`src/hw/rtl/csvp_pkg.sv`:
```
// ---------------------------------------------------------------------------
// CSV decimal field parser package
// Widths, character codes and shared types.
// ---------------------------------------------------------------------------
`default_nettype none

package csvp_pkg;

  localparam int unsigned BYTE_W     = 8;
  localparam int unsigned FIELD_W    = 32;
  // width of the digit magnitude; wraps modulo 2**VALUE_BITS
  localparam int unsigned VALUE_BITS = 32;
  localparam int unsigned DIGIT_W    = 4;

  localparam logic [BYTE_W-1:0] CH_ZERO  = 8'h30;
  localparam logic [BYTE_W-1:0] CH_NINE  = 8'h39;
  localparam logic [BYTE_W-1:0] CH_COMMA = 8'h2C;
  localparam logic [BYTE_W-1:0] CH_MINUS = 8'h2D;
  localparam logic [BYTE_W-1:0] CH_SPACE = 8'h20;
  localparam logic [BYTE_W-1:0] CH_TAB   = 8'h09;

  localparam int unsigned FIFO_DEPTH = 4;
  localparam int unsigned PTR_W      = $clog2(FIFO_DEPTH);
  localparam int unsigned CNT_W      = $clog2(FIFO_DEPTH + 1);
  localparam int unsigned PUSH_W     = 2;

  typedef struct packed {
    logic signed [FIELD_W-1:0] field_value;
    logic                      comma_consumed;
    logic                      overflowed;
  } result_t;

  // up to two results per accepted byte, first goes out first
  typedef struct packed {
    logic [PUSH_W-1:0] count;
    result_t           first;
    result_t           second;
  } push_t;

endpackage

`default_nettype wire

```
`src/hw/rtl/csvp_stream_if.sv`:
```
// ---------------------------------------------------------------------------
// CSV decimal field parser stream interfaces
// Valid/ready channels for text bytes in and field results out.
// ---------------------------------------------------------------------------
`default_nettype none

interface csvp_in_if;
  import csvp_pkg::*;

  logic              valid;
  logic              ready;
  logic [BYTE_W-1:0] text_byte;

  modport source (output valid, output text_byte, input ready);
  modport sink   (input valid, input text_byte, output ready);
endinterface

interface csvp_out_if;
  import csvp_pkg::*;

  logic                      valid;
  logic                      ready;
  logic signed [FIELD_W-1:0] field_value;
  logic                      comma_consumed;
  logic                      overflowed;

  modport source (output valid, output field_value, output comma_consumed,
                  output overflowed, input ready);
  modport sink   (input valid, input field_value, input comma_consumed,
                  input overflowed, output ready);
endinterface

`default_nettype wire

```
`src/hw/rtl/csvp_core.sv`:
```
// ---------------------------------------------------------------------------
// CSV decimal field parser core
// Per-byte field state machine and digit accumulator.
// ---------------------------------------------------------------------------
`default_nettype none

module csvp_core (
  input  logic                          clk_i,
  input  logic                          rst_ni,
  input  logic                          accept_i,
  input  logic [csvp_pkg::BYTE_W-1:0]   text_byte_i,
  output csvp_pkg::push_t               push_o
);
  import csvp_pkg::*;

  typedef enum logic [2:0] {
    PH_FRESH  = 3'b001,
    PH_BLANK  = 3'b010,
    PH_DIGITS = 3'b100
  } phase_e;

  phase_e                  phase_q, phase_d;
  logic [VALUE_BITS-1:0]   acc_q, acc_d;
  logic                    neg_q, neg_d;
  logic                    ovf_q, ovf_d;

  logic                    is_digit;
  logic                    is_blank;
  logic                    is_comma;
  logic [DIGIT_W-1:0]      digit;
  logic [VALUE_BITS+3:0]   acc_next;
  logic                    step_ovf;
  logic [VALUE_BITS-1:0]   mag_sel;
  result_t                 field_res;
  result_t                 zero_res;

  assign is_digit = (text_byte_i >= CH_ZERO) && (text_byte_i <= CH_NINE);
  assign is_blank = (text_byte_i == CH_SPACE) || (text_byte_i == CH_TAB);
  assign is_comma = (text_byte_i == CH_COMMA);
  assign digit    = text_byte_i[DIGIT_W-1:0];

  // acc*10 + digit as (acc<<3) + (acc<<1) + digit; top bits flag a wrap
  assign acc_next = {1'b0, acc_q, 3'b000} + {3'b000, acc_q, 1'b0}
                  + {(VALUE_BITS)'(0), digit};
  assign step_ovf = |acc_next[VALUE_BITS+3:VALUE_BITS];

  assign mag_sel  = neg_q ? ((VALUE_BITS)'(0) - acc_q) : acc_q;

  always_comb begin
    field_res.field_value    = FIELD_W'($signed(mag_sel));
    field_res.comma_consumed = is_comma;
    field_res.overflowed     = ovf_q;
    zero_res                 = '0;
  end

  always_comb begin
    logic closing;
    logic was_blank;
    closing   = 1'b0;
    was_blank = 1'b0;

    phase_d       = phase_q;
    acc_d         = acc_q;
    neg_d         = neg_q;
    ovf_d         = ovf_q;
    push_o.count  = '0;
    push_o.first  = zero_res;
    push_o.second = zero_res;

    if (accept_i) begin
      unique case (phase_q)
        PH_DIGITS: closing   = 1'b1;
        PH_BLANK:  was_blank = 1'b1;
        default:   ;
      endcase

      if (closing && is_digit) begin
        acc_d = acc_next[VALUE_BITS-1:0];
        ovf_d = ovf_q | step_ovf;
      end else begin
        if (closing) begin
          push_o.first = field_res;
          push_o.count = PUSH_W'(1);
        end
        // fields are cleared whenever a field closes or a new one opens
        acc_d   = '0;
        neg_d   = 1'b0;
        ovf_d   = 1'b0;
        phase_d = PH_FRESH;
        priority if (closing && is_comma) begin
          phase_d = PH_FRESH;
        end else if (is_blank) begin
          phase_d = PH_BLANK;
        end else if (text_byte_i < CH_ZERO) begin
          // dropped sign byte
          neg_d   = (text_byte_i == CH_MINUS);
          phase_d = PH_DIGITS;
        end else if (is_digit) begin
          acc_d   = VALUE_BITS'(digit);
          phase_d = PH_DIGITS;
        end else begin
          // byte above '9' yields an empty field, two after blanks; after digits the closed field as well
          if (closing || was_blank) begin
            push_o.count = PUSH_W'(2);
          end else begin
            push_o.count = PUSH_W'(1);
          end
        end
      end
    end
  end

  always_ff @(posedge clk_i or negedge rst_ni) begin
    if (!rst_ni) begin
      phase_q <= PH_FRESH;
      acc_q   <= '0;
      neg_q   <= 1'b0;
      ovf_q   <= 1'b0;
    end else begin
      phase_q <= phase_d;
      acc_q   <= acc_d;
      neg_q   <= neg_d;
      ovf_q   <= ovf_d;
    end
  end

endmodule

`default_nettype wire

```
`src/hw/rtl/csvp_result_fifo.sv`:
```
// ---------------------------------------------------------------------------
// CSV decimal field parser result queue
// Small queue taking up to two results a cycle and giving one.
// ---------------------------------------------------------------------------
`default_nettype none

module csvp_result_fifo (
  input  logic                clk_i,
  input  logic                rst_ni,
  input  csvp_pkg::push_t     push_i,
  input  logic                pop_i,
  output logic                space_o,
  output logic                valid_o,
  output csvp_pkg::result_t   head_o
);
  import csvp_pkg::*;

  result_t            mem_q [FIFO_DEPTH];
  logic [PTR_W-1:0]   wr_ptr_q, wr_ptr_d;
  logic [PTR_W-1:0]   rd_ptr_q, rd_ptr_d;
  logic [CNT_W-1:0]   count_q, count_d;
  logic               do_pop;

  // room for a two-result transaction
  assign space_o = (count_q <= CNT_W'(FIFO_DEPTH - 2));
  assign valid_o = (count_q != '0);
  assign head_o  = mem_q[rd_ptr_q];
  assign do_pop  = pop_i && valid_o;

  always_comb begin
    wr_ptr_d = wr_ptr_q + PTR_W'(push_i.count);
    rd_ptr_d = rd_ptr_q + PTR_W'(do_pop);
    count_d  = count_q + CNT_W'(push_i.count) - CNT_W'(do_pop);
  end

  always_ff @(posedge clk_i) begin
    if (push_i.count != '0) begin
      mem_q[wr_ptr_q] <= push_i.first;
    end
    if (push_i.count == PUSH_W'(2)) begin
      mem_q[wr_ptr_q + PTR_W'(1)] <= push_i.second;
    end
  end

  always_ff @(posedge clk_i or negedge rst_ni) begin
    if (!rst_ni) begin
      wr_ptr_q <= '0;
      rd_ptr_q <= '0;
      count_q  <= '0;
    end else begin
      wr_ptr_q <= wr_ptr_d;
      rd_ptr_q <= rd_ptr_d;
      count_q  <= count_d;
    end
  end

endmodule

`default_nettype wire

```
`src/hw/rtl/csv_decimal_integer_field_parser.sv`:
```
// ---------------------------------------------------------------------------
// CSV decimal field parser, top level
// Streams text bytes in and emits one signed integer per numeric field.
// ---------------------------------------------------------------------------
// Usage:
//   in_i carries one ASCII byte per transaction; out_o carries one finished
//   field (value, comma flag, overflow flag) per transaction.
//   The parse state updates at the edge a byte is accepted; its results are
//   written to a four-entry queue, and a result written to an empty queue
//   shows on out_o in the next cycle. Throughput is one byte per cycle
//   while in_i.ready is high. A byte can close one field and open a second,
//   empty one, giving two results; the queue drains one per cycle while
//   out_o.ready is high, so in_i.ready is high while at most two entries
//   are queued. When the receiver stalls the queue fills and in_i.ready
//   drops; nothing is lost or repeated.
//   Reset (rst_ni low, asynchronous) returns the parser to field start,
//   clears the accumulator and flags and empties the queue.
// ---------------------------------------------------------------------------
`default_nettype none

module csv_decimal_integer_field_parser (
  input  logic          clk_i,
  input  logic          rst_ni,
  csvp_in_if.sink       in_i,
  csvp_out_if.source    out_o
);
  import csvp_pkg::*;

  logic    accept;
  logic    space;
  logic    head_valid;
  push_t   push;
  result_t head;

  assign in_i.ready = space;
  assign accept     = in_i.valid && space;

  csvp_core u_core (
    .clk_i       (clk_i),
    .rst_ni      (rst_ni),
    .accept_i    (accept),
    .text_byte_i (in_i.text_byte),
    .push_o      (push)
  );

  csvp_result_fifo u_fifo (
    .clk_i   (clk_i),
    .rst_ni  (rst_ni),
    .push_i  (push),
    .pop_i   (out_o.ready),
    .space_o (space),
    .valid_o (head_valid),
    .head_o  (head)
  );

  assign out_o.valid          = head_valid;
  assign out_o.field_value    = head.field_value;
  assign out_o.comma_consumed = head.comma_consumed;
  assign out_o.overflowed     = head.overflowed;

endmodule

`default_nettype wire

```
`src/flat_wrapper.sv`:
```
// flat-port wrapper written by rule: the top's interface ports become plain ports
module csv_decimal_integer_field_parser_flat import csvp_pkg::*;
  (clk_i, rst_ni, in_i_valid, in_i_text_byte, in_i_ready, out_o_valid, out_o_field_value, out_o_comma_consumed, out_o_overflowed, out_o_ready);
  csvp_in_if in_i_i ();
  csvp_out_if out_o_i ();
  input  logic clk_i;
  input  logic rst_ni;
  input wire logic [$bits(in_i_i.valid)-1:0] in_i_valid;
  input wire logic [$bits(in_i_i.text_byte)-1:0] in_i_text_byte;
  output wire logic [$bits(in_i_i.ready)-1:0] in_i_ready;
  output wire logic [$bits(out_o_i.valid)-1:0] out_o_valid;
  output wire logic [$bits(out_o_i.field_value)-1:0] out_o_field_value;
  output wire logic [$bits(out_o_i.comma_consumed)-1:0] out_o_comma_consumed;
  output wire logic [$bits(out_o_i.overflowed)-1:0] out_o_overflowed;
  input wire logic [$bits(out_o_i.ready)-1:0] out_o_ready;
  assign in_i_i.valid = in_i_valid;
  assign in_i_i.text_byte = in_i_text_byte;
  assign in_i_ready = in_i_i.ready;
  assign out_o_valid = out_o_i.valid;
  assign out_o_field_value = out_o_i.field_value;
  assign out_o_comma_consumed = out_o_i.comma_consumed;
  assign out_o_overflowed = out_o_i.overflowed;
  assign out_o_i.ready = out_o_ready;
  csv_decimal_integer_field_parser u_core (.clk_i(clk_i), .rst_ni(rst_ni), .in_i(in_i_i), .out_o(out_o_i));
endmodule
```
`config.mk`:
```
export PLATFORM = sky130hd
export DESIGN_NAME = csv_decimal_integer_field_parser_flat
export DESIGN_NICKNAME = d
export VERILOG_FILES = /design/src/hw/rtl/csvp_pkg.sv /design/src/hw/rtl/csvp_stream_if.sv /design/src/hw/rtl/csvp_core.sv /design/src/hw/rtl/csvp_result_fifo.sv /design/src/hw/rtl/csv_decimal_integer_field_parser.sv /design/src/flat_wrapper.sv
export SDC_FILE = /design/constraint.sdc
export NUM_CORES = 1
export LEC_CHECK = 0
export BUFFER_PORTS_ARGS = -buffer_cell sky130_fd_sc_hd__buf_2
export CORE_MARGIN = 4
export CORE_UTILIZATION = 45
export CTS_CLUSTER_SIZE = 40
export DETAILED_ROUTE_END_ITERATION = 8
export PLACE_DENSITY_LB_ADDON = 0.05
export SYNTH_ARGS = -nofsm -noshare
export SYNTH_HDL_FRONTEND = slang
export SYNTH_HIERARCHICAL = 1
export SYNTH_SLANG_ARGS = --single-unit
```
`constraint.sdc`:
```
create_clock -name clk_i -period 4.2 [get_ports clk_i]
set_clock_uncertainty 0.05 [all_clocks]
set_input_delay 0.63 -clock clk_i [delete_from_list [all_inputs] [get_ports clk_i]]
set_output_delay 0.63 -clock clk_i [all_outputs]
set_load 0.05 [all_outputs]
```
==> flow_summary.toml <==
[run_status]
status = "finished, final reports clean"

[synthesis]
yosys.area.top_type = "edfxtp_1"
synth_fa_ha_area_share_pct = 7.725
synthMuxAreaShare_pct = 20.45
syn_area_sq_mm = 0.01163
synth_area_leaders = "edfxtp_1 35%, mux2_2 13%, dfrtp_1 9.3%"
ys_async_sr_fraction_pct = 24.44
ys_types = 68
yosys.area_share.xor_xnor_pct = 4.820
synthFlopType = "edfxtp_1"
ys_ff_latch = 180
synth_top_family_by_area = "multiplexers"
avgSynthCellArea_sq_um = 12.70
ys_seq_area_share_pct = 44.60
synth_compound_area_share_pct = 10.88
yosysMostFrequentCell = "edfxtp_1"
synth_top_area_share_pct = 35.12
synth_edf_count = 136
yosysWarnings = 6
yosys-top-cells-count = "136 x edfxtp_1, 135 x mux2_2, 67 x ha_1, 52 x nor2_1, 43 x dfrtp_1"
synth-simple-area-share_pct = 6.542
syn_inst = 916

[placed_design]
post-dp-hpwl_microns = 17820
place_ws_ns = 0.01474
portBuffers = 47
place_congestion = 0.8446
place_inst = 1267

[layout]
antenna_cells = 0
regArea_sq_mm = 0.005187
multi_input_area_sq_mm = 0.006066
final_util_pct = 50.42
drive_above_1_share_pct = 29.93
fillers = 2240
area_delta_synth_final_pct = 9.824
stdcell_count = 1299
fin_nets = 1038

[sta]
postLayoutSetupSlackWorst_ns = 0.2358
hold_viol = 0
setup-tns-final_ns = 0
max_freq_ghz = 0.2523
relSlewSlack_pct = 25.67
drv_slew = 0
period_share_pct = 94.39
setup_viol = 0
min_period_ns = 3.964
tightest_slew_ns = 1.115

[route]
first_iter_violations = 414
drcViolationCount = 0
ant_nets = 0
wl_per_cell_microns = 20.86
viasPerCell = 5.727
dr_total_vias = 7439
routed_wl_microns = 27100
first_pass_iters = 5

[floorplan]
coreArea_sq_mm = 0.02533
initial_core_util_pct = 45.91
rows = 58
die_h_microns = 168.8
ios = 48
die_area_sq_mm = 0.02848
chipWidth_microns = 168.8

[critical_path]
critPathRequiredTime_ns = 4.50
critPathCaptureType = "flip-flop"
crit_path_max_fanout = 6
critPathArrivalTime_ns = 4.26
setup.worst_path.class = "flip-flop to flip-flop"
startpoint_type = "flip-flop"

[global_routing]
grt_pass1_wl_microns = 43110
antenna_found_initial = 0
grt_pass1_vias = 7787
grt_max_degree = 45
track_usage_pct = 19.26
grt_overflow_total = 0

[clocking]
clock_latency_ns = 0.44
cts_buffers = 17
clkTransAtPathRegs_ns = 0.08
cts.sinks = 180
clockRootBuffer = "clkbuf_16"
post_cts_buffers = 0
cts.path.max_buffers = 2
cts_tree = "yes"
htree_levels = 4

[min_path]
holdCritPathClass = "input port to async pin"

[power]
p_leak_nw = 5.373
p_total_mw = 6.051
max-vdd-ir-drop_v = 0.0003792
power_density_mw_per_mm2 = 473.8

[job]
max_cap_viol_count = 0
[logic make-up after synthesis]
family          count (synthesis)
xor+xnor                       64
compound gates                180
mux                           178
fa+ha+maj                      70
other cells                     1
flops                         180
simple gates                  145
buf+inv                        98
[registers in the layout, summed over array words and instances (netlist names)]
| name | flops |
|---|---|
| u_core/u_core/neg_q | 1 |
| u_core/u_fifo/wr_ptr_q | 2 |
| u_core/u_fifo/mem_q | 136 |
| u_core/u_core/acc_q | 32 |
| u_core/u_fifo/count_q | 3 |
| u_core/u_fifo/rd_ptr_q | 2 |
| u_core/u_core/phase_q | 3 |
| u_core/u_core/ovf_q | 1 |
[final timing paths]
check / from / end / slack (ns) / cells after the start
setup / recovery: u_core/u_core/acc_q[2] / u_core/u_core/ovf_q / 0.24 / 13
hold / removal: rst_ni / u_core/u_fifo/rd_ptr_q[1] / 0.35 / 1
setup reg to reg: u_core/u_core/acc_q[2] / u_core/u_core/ovf_q / 0.24 / 13
hold reg to reg: u_core/u_fifo/rd_ptr_q[1] / u_core/u_fifo/rd_ptr_q[1] / 0.43 / 1
max in group asynchronous: rst_ni / u_core/u_fifo/rd_ptr_q[0] / 3.00 / 1
min in group clk_i: in_i_text_byte[0] / u_core/u_core/acc_q[0] / 0.42 / 3
[power by group]
part           leakage, nW  switching [mW]  internal [mW]
Sequential            1.84           0.169           2.15
Clock                0.283           0.792          0.799
Combinational         3.25            1.47          0.673
Total                 5.37            2.43           3.62
[metal layers]
layer / global-route usage [%] / part of all wire (%) / up-vias
met2: 31.96 / 48 / 124
li1: - / - / 3560
met3: 2.405 / 2.8 / 21
met5: 0 / 0 / -
met4: 4.658 / 1.2 / 0
met1: 27.10 / 48 / 3734
[worst max-delay path, cell delays in order (launching register included)]
cell       delay [ns]
dfrtp_1          0.47
inv_1            0.11
fa_1             0.49
inv_1            0.07
fa_1             0.46
a21o_1           0.23
a311o_1          0.38
a221oi_1         0.32
buf_4            0.19
o31a_1           0.20
a21oi_1          0.17
a2111oi_1        0.46
a311oi_1         0.09
a41oi_1          0.20
[metrics by stage]
step | instance area [sq um] | hold slack, ns
finish | 12770 | 0.3502
CTS | 12770 | 0.3810
detailed placement | 12180 | 0.4145
global route | 12770 | 0.4206
global placement | 12180 | 0.4109
floorplan | 11760 | 0.2844
[what timing repair did]
action,4_1_cts,5_1_grt
gates resized for setup,0,1
setup endpoints to repair,0,1
hold buffers,0,0
[cell type report]
cell class	count	share of cell area, %
Multi-Input combinational cell	671	47.50
Sequential cell	180	40.62
Timing Repair Buffer	67	3.507
Clock buffer	18	3.360
Tap cell	330	3.233
Clock inverter	14	1.225
Inverter	19	0.5584
[placed cells by master, fill, tap and decap left out, types with 9 or more instances in the layout]
cell	instances
o21ai_0	28
inv_1	19
ha_1	67
dfrtp_1	42
nand3_1	9
a21o_1	20
buf_4	15
a21oi_1	41
buf_2	47
nor2_1	50
a22o_1	25
nand2_1	30
conb_1	34
xnor2_1	29
xor2_1	35
o31ai_1	15
mux4_2	34
clkbuf_16	17
mux2_2	135
edfxtp_1	136
No activity file was read; power rests on OpenSTA's default activity.
